### config.mk
export PLATFORM = sky130hd
export DESIGN_NAME = bc1_bc2_bc3_block_decoder_top
export DESIGN_NICKNAME = d
export VERILOG_FILES = /design/src/rtl/core/bcdec_pkg.sv /design/src/rtl/core/bc1_bc2_bc3_block_decoder_top.sv /design/src/rtl/core/bcdec_endpoints.sv /design/src/rtl/core/bcdec_palette.sv
export SDC_FILE = /design/constraint.sdc
export NUM_CORES = 2
export LEC_CHECK = 0
export ABC_AREA = 1
export BUFFER_PORTS_ARGS = -buffer_cell sky130_fd_sc_hd__buf_2
export CORE_ASPECT_RATIO = 1.2
export CORE_MARGIN = 1.5
export CORE_UTILIZATION = 33
export DETAILED_ROUTE_END_ITERATION = 10
export HOLD_SLACK_MARGIN = 0.03
export PLACE_DENSITY_LB_ADDON = 0.08
export SETUP_SLACK_MARGIN = 0.5
export SYNTH_ARGS = -nofsm -noshare
export SYNTH_HDL_FRONTEND = slang
export SYNTH_SLANG_ARGS = --single-unit
### constraint.sdc
create_clock -name clk_i -period 22.1 [get_ports clk_i]
set_input_delay 5.525 -clock clk_i [delete_from_list [all_inputs] [get_ports clk_i]]
set_output_delay 5.525 -clock clk_i [all_outputs]
set_load 0.005 [all_outputs]
### src/rtl/core/bcdec_pkg.sv
// Shared types and constants for the BC1/BC2/BC3 block decoder.
package bcdec_pkg;

  // Configuration register indexes
  localparam int unsigned CfgIdxW = 1;
  localparam int unsigned CfgDataW = 2;
  localparam logic [CfgIdxW-1:0] REG_FORMAT_MODE = 1'b0;
  localparam logic [CfgIdxW-1:0] REG_SWAP_HALFWORDS = 1'b1;

  // format_mode codes
  localparam logic [1:0] FMT_BC1 = 2'd0;
  localparam logic [1:0] FMT_BC2 = 2'd1;
  localparam logic [1:0] FMT_BC3 = 2'd2;

  // where a texel's alpha comes from
  typedef enum logic [1:0] {
    ASRC_COLOR    = 2'd0,
    ASRC_EXPLICIT = 2'd1,
    ASRC_INTERP   = 2'd2
  } asrc_e;

  // endpoint stage: expanded endpoints and undivided interpolation sums
  typedef struct packed {
    logic [2:0][7:0]  e0;         // index 0 red, 1 green, 2 blue
    logic [2:0][7:0]  e1;
    logic [2:0][9:0]  sum_m;      // 2*e0+e1, or e0+e1 in 3-colour mode
    logic [2:0][9:0]  sum_n;      // e0+2*e1, or zero in 3-colour mode
    logic             four_col;
    logic [7:0]       a0;
    logic [7:0]       a1;
    logic [5:0][10:0] a_sum;      // weighted alpha sums for palette entries 2..7
    logic             a_six;
    logic [3:0][7:0]  col_rows;   // 2-bit colour indexes, one byte per row
    logic [63:0]      alpha_raw;
    asrc_e            asrc;
  } ep_t;

  // palette stage: everything the row emitter needs
  typedef struct packed {
    logic [3:0][23:0] cpal;       // {blue, green, red}
    logic             transp3;    // colour index 3 is transparent black
    logic [7:0][7:0]  apal;
    logic [3:0][7:0]  col_rows;
    logic [63:0]      alpha_raw;
    asrc_e            asrc;
  } pal_t;

endpackage

### src/rtl/core/bc1_bc2_bc3_block_decoder_top.sv
// BC1/BC2/BC3 texture block decoder top level.
//
// Input channel (in_valid_i/in_ready_o) takes one 16-byte compressed block as
// block_low_i (bytes 0..7) and block_high_i (bytes 8..15). Output channel
// (out_valid_o/out_ready_i) returns four items per block, rows 0..3 of texels,
// with last_row_o set on row 3. Each texel is RGBA8, red in the low byte.
// cfg_we_i writes format_mode (index 0) or swap_halfwords (index 1);
// change them only while the block is idle.
// Pipeline: input register, endpoint register, palette register, output
// register. Row 0 of a block reaches the output register after the input,
// endpoint and palette registers; rows follow on consecutive cycles when the
// receiver is ready. The palette register emits one row per cycle while the
// output is free and takes the next block after its last row; up to four
// blocks are in flight, the oldest as its last row in the output register.
// Reset clears all valid flags and the row counter and loads format_mode = 0
// (BC1) and swap_halfwords = 1. When out_ready_i is low the output item holds
// and the stages behind fill up, then in_ready_o drops.
module bc1_bc2_bc3_block_decoder_top (
  input  logic                               clk_i,
  input  logic                               rst_ni,
  input  logic                               cfg_we_i,
  input  logic [bcdec_pkg::CfgIdxW-1:0]      cfg_idx_i,
  input  logic [bcdec_pkg::CfgDataW-1:0]     cfg_wdata_i,
  input  logic                               in_valid_i,
  output logic                               in_ready_o,
  input  logic [63:0]                        block_low_i,
  input  logic [63:0]                        block_high_i,
  output logic                               out_valid_o,
  input  logic                               out_ready_i,
  output logic [31:0]                        texel_col0_o,
  output logic [31:0]                        texel_col1_o,
  output logic [31:0]                        texel_col2_o,
  output logic [31:0]                        texel_col3_o,
  output logic [1:0]                         row_index_o,
  output logic                               last_row_o
);
  import bcdec_pkg::*;

  function automatic logic [63:0] swap16(input logic [63:0] x);
    logic [3:0][15:0] w;
    logic [3:0][15:0] r;
    begin
      w = x;
      for (int i = 0; i < 4; i++) begin
        r[i] = {w[i][7:0], w[i][15:8]};
      end
      swap16 = r;
    end
  endfunction

  // configuration
  logic [1:0] fmt_q;
  logic       swap_q;

  always_ff @(posedge clk_i or negedge rst_ni) begin
    if (!rst_ni) begin
      fmt_q  <= FMT_BC1;
      swap_q <= 1'b1;
    end else if (cfg_we_i) begin
      unique case (cfg_idx_i)
        REG_FORMAT_MODE:    fmt_q  <= cfg_wdata_i[1:0];
        REG_SWAP_HALFWORDS: swap_q <= cfg_wdata_i[0];
        default:            ;
      endcase
    end
  end

  asrc_e asrc_cfg;
  always_comb begin
    unique case (fmt_q)
      FMT_BC1: asrc_cfg = ASRC_COLOR;
      FMT_BC2: asrc_cfg = ASRC_EXPLICIT;
      FMT_BC3: asrc_cfg = ASRC_INTERP;
      default: asrc_cfg = ASRC_INTERP;  // bit 1 selects interpolated alpha
    endcase
  end

  // stage control
  logic       s0_valid_q, s1_valid_q, s2_valid_q, out_valid_q;
  logic [1:0] row_q;
  logic       out_free, s2_done, s2_free, s1_free, s0_free, s2_emit;

  assign out_free = !out_valid_q || out_ready_i;
  assign s2_emit  = s2_valid_q && out_free;
  assign s2_done  = s2_emit && (row_q == 2'd3);
  assign s2_free  = !s2_valid_q || s2_done;
  assign s1_free  = !s1_valid_q || s2_free;
  assign s0_free  = !s0_valid_q || s1_free;
  assign in_ready_o = s0_free;

  always_ff @(posedge clk_i or negedge rst_ni) begin
    if (!rst_ni) begin
      s0_valid_q  <= 1'b0;
      s1_valid_q  <= 1'b0;
      s2_valid_q  <= 1'b0;
      out_valid_q <= 1'b0;
      row_q       <= 2'd0;
    end else begin
      if (s0_free) s0_valid_q <= in_valid_i;
      if (s1_free) s1_valid_q <= s0_valid_q;
      if (s2_free) s2_valid_q <= s1_valid_q;
      if (out_free) out_valid_q <= s2_valid_q;
      if (s2_emit) row_q <= 2'(row_q + 2'd1);
    end
  end

  // input register
  logic [63:0] lo_q, hi_q;
  asrc_e       asrc_q;

  always_ff @(posedge clk_i) begin
    if (s0_free && in_valid_i) begin
      lo_q   <= swap_q ? swap16(block_low_i) : block_low_i;
      hi_q   <= swap_q ? swap16(block_high_i) : block_high_i;
      asrc_q <= asrc_cfg;
    end
  end

  // endpoint register
  ep_t ep_d, ep_q;

  bcdec_endpoints u_endpoints (
    .lo_i   (lo_q),
    .hi_i   (hi_q),
    .asrc_i (asrc_q),
    .ep_o   (ep_d)
  );

  always_ff @(posedge clk_i) begin
    if (s1_free && s0_valid_q) ep_q <= ep_d;
  end

  // palette register
  pal_t pal_d, pal_q;

  bcdec_palette u_palette (
    .ep_i  (ep_q),
    .pal_o (pal_d)
  );

  always_ff @(posedge clk_i) begin
    if (s2_free && s1_valid_q) pal_q <= pal_d;
  end

  // row emitter
  logic [3:0][31:0] row_d, out_texels_q;
  logic [7:0]       idx_row;
  logic [3:0][15:0] a2_rows;
  logic [3:0][11:0] a3_rows;
  logic [15:0]      a2_row;
  logic [11:0]      a3_row;

  assign idx_row = pal_q.col_rows[row_q];
  assign a2_rows = pal_q.alpha_raw;
  assign a3_rows = pal_q.alpha_raw[63:16];
  assign a2_row  = a2_rows[row_q];
  assign a3_row  = a3_rows[row_q];

  always_comb begin
    logic [1:0] idx;
    logic [3:0] nib;
    logic [7:0] alpha;
    for (int c = 0; c < 4; c++) begin
      idx = idx_row[2*c +: 2];
      nib = a2_row[4*c +: 4];
      unique case (pal_q.asrc)
        ASRC_COLOR:    alpha = (pal_q.transp3 && idx == 2'd3) ? 8'h00 : 8'hFF;
        ASRC_EXPLICIT: alpha = {nib, nib};
        ASRC_INTERP:   alpha = pal_q.apal[a3_row[3*c +: 3]];
        default:       alpha = 8'hFF;
      endcase
      if (pal_q.transp3 && idx == 2'd3) begin
        row_d[c] = {alpha, 24'h000000};
      end else begin
        row_d[c] = {alpha, pal_q.cpal[idx]};
      end
    end
  end

  // output register
  logic [1:0] out_row_q;

  always_ff @(posedge clk_i) begin
    if (s2_emit) begin
      out_texels_q <= row_d;
      out_row_q    <= row_q;
    end
  end

  assign out_valid_o  = out_valid_q;
  assign texel_col0_o = out_texels_q[0];
  assign texel_col1_o = out_texels_q[1];
  assign texel_col2_o = out_texels_q[2];
  assign texel_col3_o = out_texels_q[3];
  assign row_index_o  = out_row_q;
  assign last_row_o   = (out_row_q == 2'd3);

`ifndef SYNTHESIS
  // rows of a block come out in order with no gap once one is taken
  assert property (@(posedge clk_i) disable iff (!rst_ni)
    out_valid_o && out_ready_i && !last_row_o |=>
      out_valid_o && row_index_o == 2'($past(row_index_o) + 2'd1))
    else $error("row sequence broken");

  // row counter idles at zero between blocks
  assert property (@(posedge clk_i) disable iff (!rst_ni)
    !s2_valid_q |-> row_q == 2'd0)
    else $error("row counter not cleared");

  // finishing a block in the palette stage presents its last row next
  assert property (@(posedge clk_i) disable iff (!rst_ni)
    s2_done |=> out_valid_o && last_row_o)
    else $error("last row not presented");
`endif

endmodule

### src/rtl/core/bcdec_endpoints.sv
// Endpoint expansion and interpolation sums for one block.
module bcdec_endpoints (
  input  logic [63:0]          lo_i,
  input  logic [63:0]          hi_i,
  input  bcdec_pkg::asrc_e     asrc_i,
  output bcdec_pkg::ep_t       ep_o
);
  import bcdec_pkg::*;

  // v*255/31 truncated = 8v + floor(7v/31); the /31 by reciprocal 265/2^13
  function automatic logic [7:0] expand5(input logic [4:0] v);
    logic [7:0]  x;
    logic [15:0] p;
    begin
      x = 8'({v, 3'b000}) - 8'(v);
      p = 16'(x) * 16'd265;
      expand5 = 8'({v, 3'b000}) + 8'(p[15:13]);
    end
  endfunction

  // v*255/63 truncated = 4v + floor(v/21); the /21 by reciprocal 49/2^10
  function automatic logic [7:0] expand6(input logic [5:0] v);
    logic [11:0] p;
    begin
      p = 12'(v) * 12'd49;
      expand6 = 8'({v, 2'b00}) + 8'(p[11:10]);
    end
  endfunction

  logic [63:0] blk;
  logic [15:0] c0, c1;
  logic [7:0]  a0, a1;
  logic        four_col, a_six;

  assign blk = (asrc_i == ASRC_COLOR) ? lo_i : hi_i;
  assign c0  = blk[15:0];
  assign c1  = blk[31:16];
  assign a0  = lo_i[7:0];
  assign a1  = lo_i[15:8];
  assign four_col = (asrc_i != ASRC_COLOR) || (c0 > c1);
  assign a_six = a0 > a1;

  always_comb begin
    ep_o = '0;
    ep_o.e0[0] = expand5(c0[15:11]);
    ep_o.e0[1] = expand6(c0[10:5]);
    ep_o.e0[2] = expand5(c0[4:0]);
    ep_o.e1[0] = expand5(c1[15:11]);
    ep_o.e1[1] = expand6(c1[10:5]);
    ep_o.e1[2] = expand5(c1[4:0]);
    for (int ch = 0; ch < 3; ch++) begin
      if (four_col) begin
        ep_o.sum_m[ch] = 10'({ep_o.e0[ch], 1'b0}) + 10'(ep_o.e1[ch]);
        ep_o.sum_n[ch] = 10'(ep_o.e0[ch]) + 10'({ep_o.e1[ch], 1'b0});
      end else begin
        ep_o.sum_m[ch] = 10'(ep_o.e0[ch]) + 10'(ep_o.e1[ch]);
        ep_o.sum_n[ch] = '0;
      end
    end
    // entry k+2: (6-k)*a0 + (k+1)*a1 in 8-step mode, (4-k)*a0 + (k+1)*a1 in 6-step
    for (int k = 0; k < 6; k++) begin
      if (a_six) begin
        ep_o.a_sum[k] = 11'(a0) * 11'(6 - k) + 11'(a1) * 11'(k + 1);
      end else if (k < 4) begin
        ep_o.a_sum[k] = 11'(a0) * 11'(4 - k) + 11'(a1) * 11'(k + 1);
      end else begin
        ep_o.a_sum[k] = '0;
      end
    end
    ep_o.four_col  = four_col;
    ep_o.a0        = a0;
    ep_o.a1        = a1;
    ep_o.a_six     = a_six;
    ep_o.col_rows  = blk[63:32];
    ep_o.alpha_raw = lo_i;
    ep_o.asrc      = asrc_i;
  end

endmodule

### src/rtl/core/bcdec_palette.sv
// Colour and alpha palette construction from registered endpoint sums.
module bcdec_palette (
  input  bcdec_pkg::ep_t  ep_i,
  output bcdec_pkg::pal_t pal_o
);
  import bcdec_pkg::*;

  // x/3 for x <= 765
  function automatic logic [7:0] div3(input logic [9:0] x);
    logic [18:0] p;
    begin
      p = 19'(x) * 19'd683;
      div3 = p[18:11];
    end
  endfunction

  // x/5 for x <= 1275
  function automatic logic [7:0] div5(input logic [10:0] x);
    logic [21:0] p;
    begin
      p = 22'(x) * 22'd3277;
      div5 = p[21:14];
    end
  endfunction

  // x/7 for x <= 1785
  function automatic logic [7:0] div7(input logic [10:0] x);
    logic [21:0] p;
    begin
      p = 22'(x) * 22'd2341;
      div7 = p[21:14];
    end
  endfunction

  logic [2:0][7:0] m, n;

  always_comb begin
    for (int ch = 0; ch < 3; ch++) begin
      if (ep_i.four_col) begin
        m[ch] = div3(ep_i.sum_m[ch]);
        n[ch] = div3(ep_i.sum_n[ch]);
      end else begin
        m[ch] = ep_i.sum_m[ch][8:1];
        n[ch] = '0;
      end
    end
  end

  always_comb begin
    pal_o = '0;
    pal_o.cpal[0] = {ep_i.e0[2], ep_i.e0[1], ep_i.e0[0]};
    pal_o.cpal[1] = {ep_i.e1[2], ep_i.e1[1], ep_i.e1[0]};
    pal_o.cpal[2] = {m[2], m[1], m[0]};
    pal_o.cpal[3] = {n[2], n[1], n[0]};
    pal_o.transp3 = !ep_i.four_col;
    pal_o.apal[0] = ep_i.a0;
    pal_o.apal[1] = ep_i.a1;
    for (int k = 0; k < 6; k++) begin
      if (ep_i.a_six) begin
        pal_o.apal[k+2] = div7(ep_i.a_sum[k]);
      end else if (k < 4) begin
        pal_o.apal[k+2] = div5(ep_i.a_sum[k]);
      end else if (k == 4) begin
        pal_o.apal[k+2] = 8'h00;
      end else begin
        pal_o.apal[k+2] = 8'hFF;
      end
    end
    pal_o.col_rows  = ep_i.col_rows;
    pal_o.alpha_raw = ep_i.alpha_raw;
    pal_o.asrc      = ep_i.asrc;
  end

endmodule
==> impl_metrics.tcl <==
set metrics [dict create \
    num-fill-cells 21796 \
    root_buffer "sky130_fd_sc_hd__clkbuf_16" \
    final_standard_cell_utilization_of_the_core_pct 36.9 \
    yosys.area.top_type_share_pct 32.5 \
    regToRegStartpoint "asrc_q[1]$_DFFE_PP_" \
    mappedNetlistArea_sq_um 71300 \
    clock_tree.buffer_depth 3 \
    synth_seq_area_share_pct 32.9 \
    critical_path.max_fanout 3 \
    most_repeated_cell_in_the_gate_level_netlist_after_synthesis "sky130_fd_sc_hd__inv_1" \
    tightestPinTransition_ns 1.28 \
    clk_pin_slew_worst_paths_ns 0.07 \
    tns_ns 0 \
    critPathRequiredTime_ns 16.58 \
    drt_pass1_iterations 6 \
    max_slew_headroom_pct 13.6 \
    final_min_period_over_clock_period_pct 54.7 \
    initialDrtViolationCount 3345 \
    tritoncts "yes" \
    ys_ff_latch 782 \
    yosys.area.top_type "sky130_fd_sc_hd__edfxtp_1" \
    outcome "complete, no violations" \
    mappedNetlistNets 9568 \
    clkLatencyLatePin_ns 0.74 \
    vias_per_cell 4.95 \
    drv_cap 0 \
    worst-r2r-cell-count 38 \
    timing.hold.worst_endpoint "pal_q[109]$_DFFE_PP_" \
    timing_worst_setup_path_type "primary input to output pin" \
    grt_usage_pct 20.1 \
    post_cts_buffers 0 \
    ys_dominant_reg_cell "sky130_fd_sc_hd__edfxtp_1" \
    die_width_microns 427 \
    timing.critical_path.from_type "primary input" \
    ratio_of_cells_with_drive_above_1_in_the_final_layout_pct 7.48 \
    r2r_slack_ns 15.03 \
    row_count 186 \
    initial_utilization_pct 33.3 \
    synth_area_leaders "sky130_fd_sc_hd__edfxtp_1 (33%), sky130_fd_sc_hd__ha_1 (22%), sky130_fd_sc_hd__fa_1 (10%)" \
    cts_inserted_buffers 91 \
    synth_edf_count 773 \
    detailed_place_hpwl_mm 176 \
    worst_ep_arrival_time_ns 6.55 \
    drt-total-wl_mm 220 \
    flow.area_growth_from_synthesis_pct 10.8 \
    number_of_hold_slack_violations_in_the_final_timing_report 0 \
    placement.io_buffers 268 \
    post_synthesis_instance_total 7793 \
    grt_remaining_overflow 0 \
    regToRegEndpoint "ep_q[220]$_DFFE_PP_" \
    cts_resized 0 \
    fin_worst_hold_slack_ns 0.404 \
    ys.warnings.count 0 \
    crit_path_end_kind "output pin" \
    route.detailed.drc 0 \
    fmaxAchievable_mhz 82.8 \
    design.portCount 269 \
    rsz0062_at_grt "false" \
    die_area_sq_um 219000 \
    final_max_tran_viols 0 \
    synth.distinct_cells 63 \
    hold_crit_class "flop to flop" \
    clock-sinks 782 \
    hold_critical_path_depth 0 \
    min_from "ep_q[168]$_DFFE_PP_" \
    die_height_microns 512 \
    grt_first_pass_wirelength_mm 334 \
    timing.clock.skew_ns 0.0522 \
    core_area_sq_um 214000 \
    post_cts_hold_buffer_count 0 \
    setup-violations-final 0 \
    synth_commonest_cells "sky130_fd_sc_hd__inv_1 (1351), sky130_fd_sc_hd__ha_1 (1269), sky130_fd_sc_hd__nand2_1 (1088)" \
    nets 9807 \
    first_global_vias 54520 \
    ctsHtreeMaxLevel 3 \
    syn_area_per_cell_sq_um 9.15 \
    period_minus_slack_ns 12.08 \
    num_vias 54083 \
    gp_congestion 0.889 \
    antenna_violations_before_repair 2 \
    routedWlPerCell_microns 20.1 \
    grt_max_degree 125 \
    async_set_or_reset_flop_fraction_in_the_synthesized_netlist_pct 1.15 \
    route.antenna.remaining_nets 0 \
]
## area by class of cell
type	count	area (sq um)	area share (%)
multi-input cells	5437	42000	53.1
flip-flops and latches	782	23400	29.7
inverters	1369	5160	6.52
well taps	2820	3530	4.46
clock buffers	111	2350	2.98
repair buffers	351	1960	2.49
clock inverters	55	622	0.787
diodes	2	5.00	0.00633
## how the worst max path moves through the flow
stage | start | endpoint | slack [ns] | depth (start not counted)
finish | out_ready_i | in_ready_o | 10.02 | 8
global placement | out_ready_i | in_ready_o | 9.91 | 8
detailed placement | out_ready_i | in_ready_o | 10.02 | 8
floorplan | out_ready_i | a2_rows[15]$_DFFE_PP_ | 5.47 | 4
CTS | out_ready_i | in_ready_o | 10.01 | 8
global route | out_ready_i | in_ready_o | 9.93 | 8
## critical path, stage by stage
cell,delay (ns)
sky130_fd_sc_hd__buf_2,0.10
sky130_fd_sc_hd__inv_1,0.04
sky130_fd_sc_hd__nand2_1,0.08
sky130_fd_sc_hd__a21oi_1,0.31
sky130_fd_sc_hd__inv_1,0.11
sky130_fd_sc_hd__nor2_1,0.14
sky130_fd_sc_hd__nand2_1,0.10
sky130_fd_sc_hd__buf_2,0.14
## state kept, by name, summed over array words and instances, names as in the netlist
signal and flops:
ep_q 270, s2_valid_q 1, pal_q 193, s0_valid_q 1
row_q 2, lo_q 64, row_index_o 2, fmt_q 2
hi_q 64, swap_q 1, texel_col0_o 32, texel_col1_o 32
texel_col2_o 32, out_valid_o 1, texel_col3_o 32, a2_rows 50
s1_valid_q 1, asrc_q 2
## kinds of logic (layout without fill, tap and decap cells)
group                      after synthesis  count (layout)  synth area share, %
and+or+nand+nor                       2035            2035                 11.8
adders and majority gates             1639            1639                 32.6
AOI/OAI and AO/OA                     1625            1625                 12.6
buffers and inverters                 1574            1886                 8.37
DFF                                    782             782                 32.9
xor gates and xnor gates               137             137                 1.68
muxes                                    1               1               0.0158
other                                    0               2                    0
## metrics by stage
step	instances	setup slack (ns)	area [sq um]
detailed placement	10759	10.02	76100
global placement	10759	9.91	76100
CTS	10925	10.01	79000
global route	10925	9.93	79000
finish	10927	10.02	79000
floorplan	7793	5.47	71300
## cells in the final DEF (no fill, tap or decap), drive strengths merged, types with 50 or more instances in the layout
cell type,Yosys,routed
nand4,50,50
fa,370,370
clkbuf,162,111
nand2,1126,1126
o21ai,616,616
nor2,529,529
buf,43,351
xor2,79,79
nand3,216,216
ha,1269,1269
nor3,60,60
xnor2,58,58
inv,1366,1369
edfxtp,773,773
a21oi,716,716
## metal layers
layer / vias to the layer above / GRT usage (%) / share of wire (%)
met5: - / 0 / 0
met2: 1146 / 35.5 / 49
met1: 25764 / 25.5 / 44
met4: 0 / 6.53 / 3.3
li1: 26917 / - / -
met3: 256 / 1.79 / 3.4
Power is left out: the tool's default activity adds up to more than one toggle a clock period on the data nets, which glitch-free logic cannot reach.
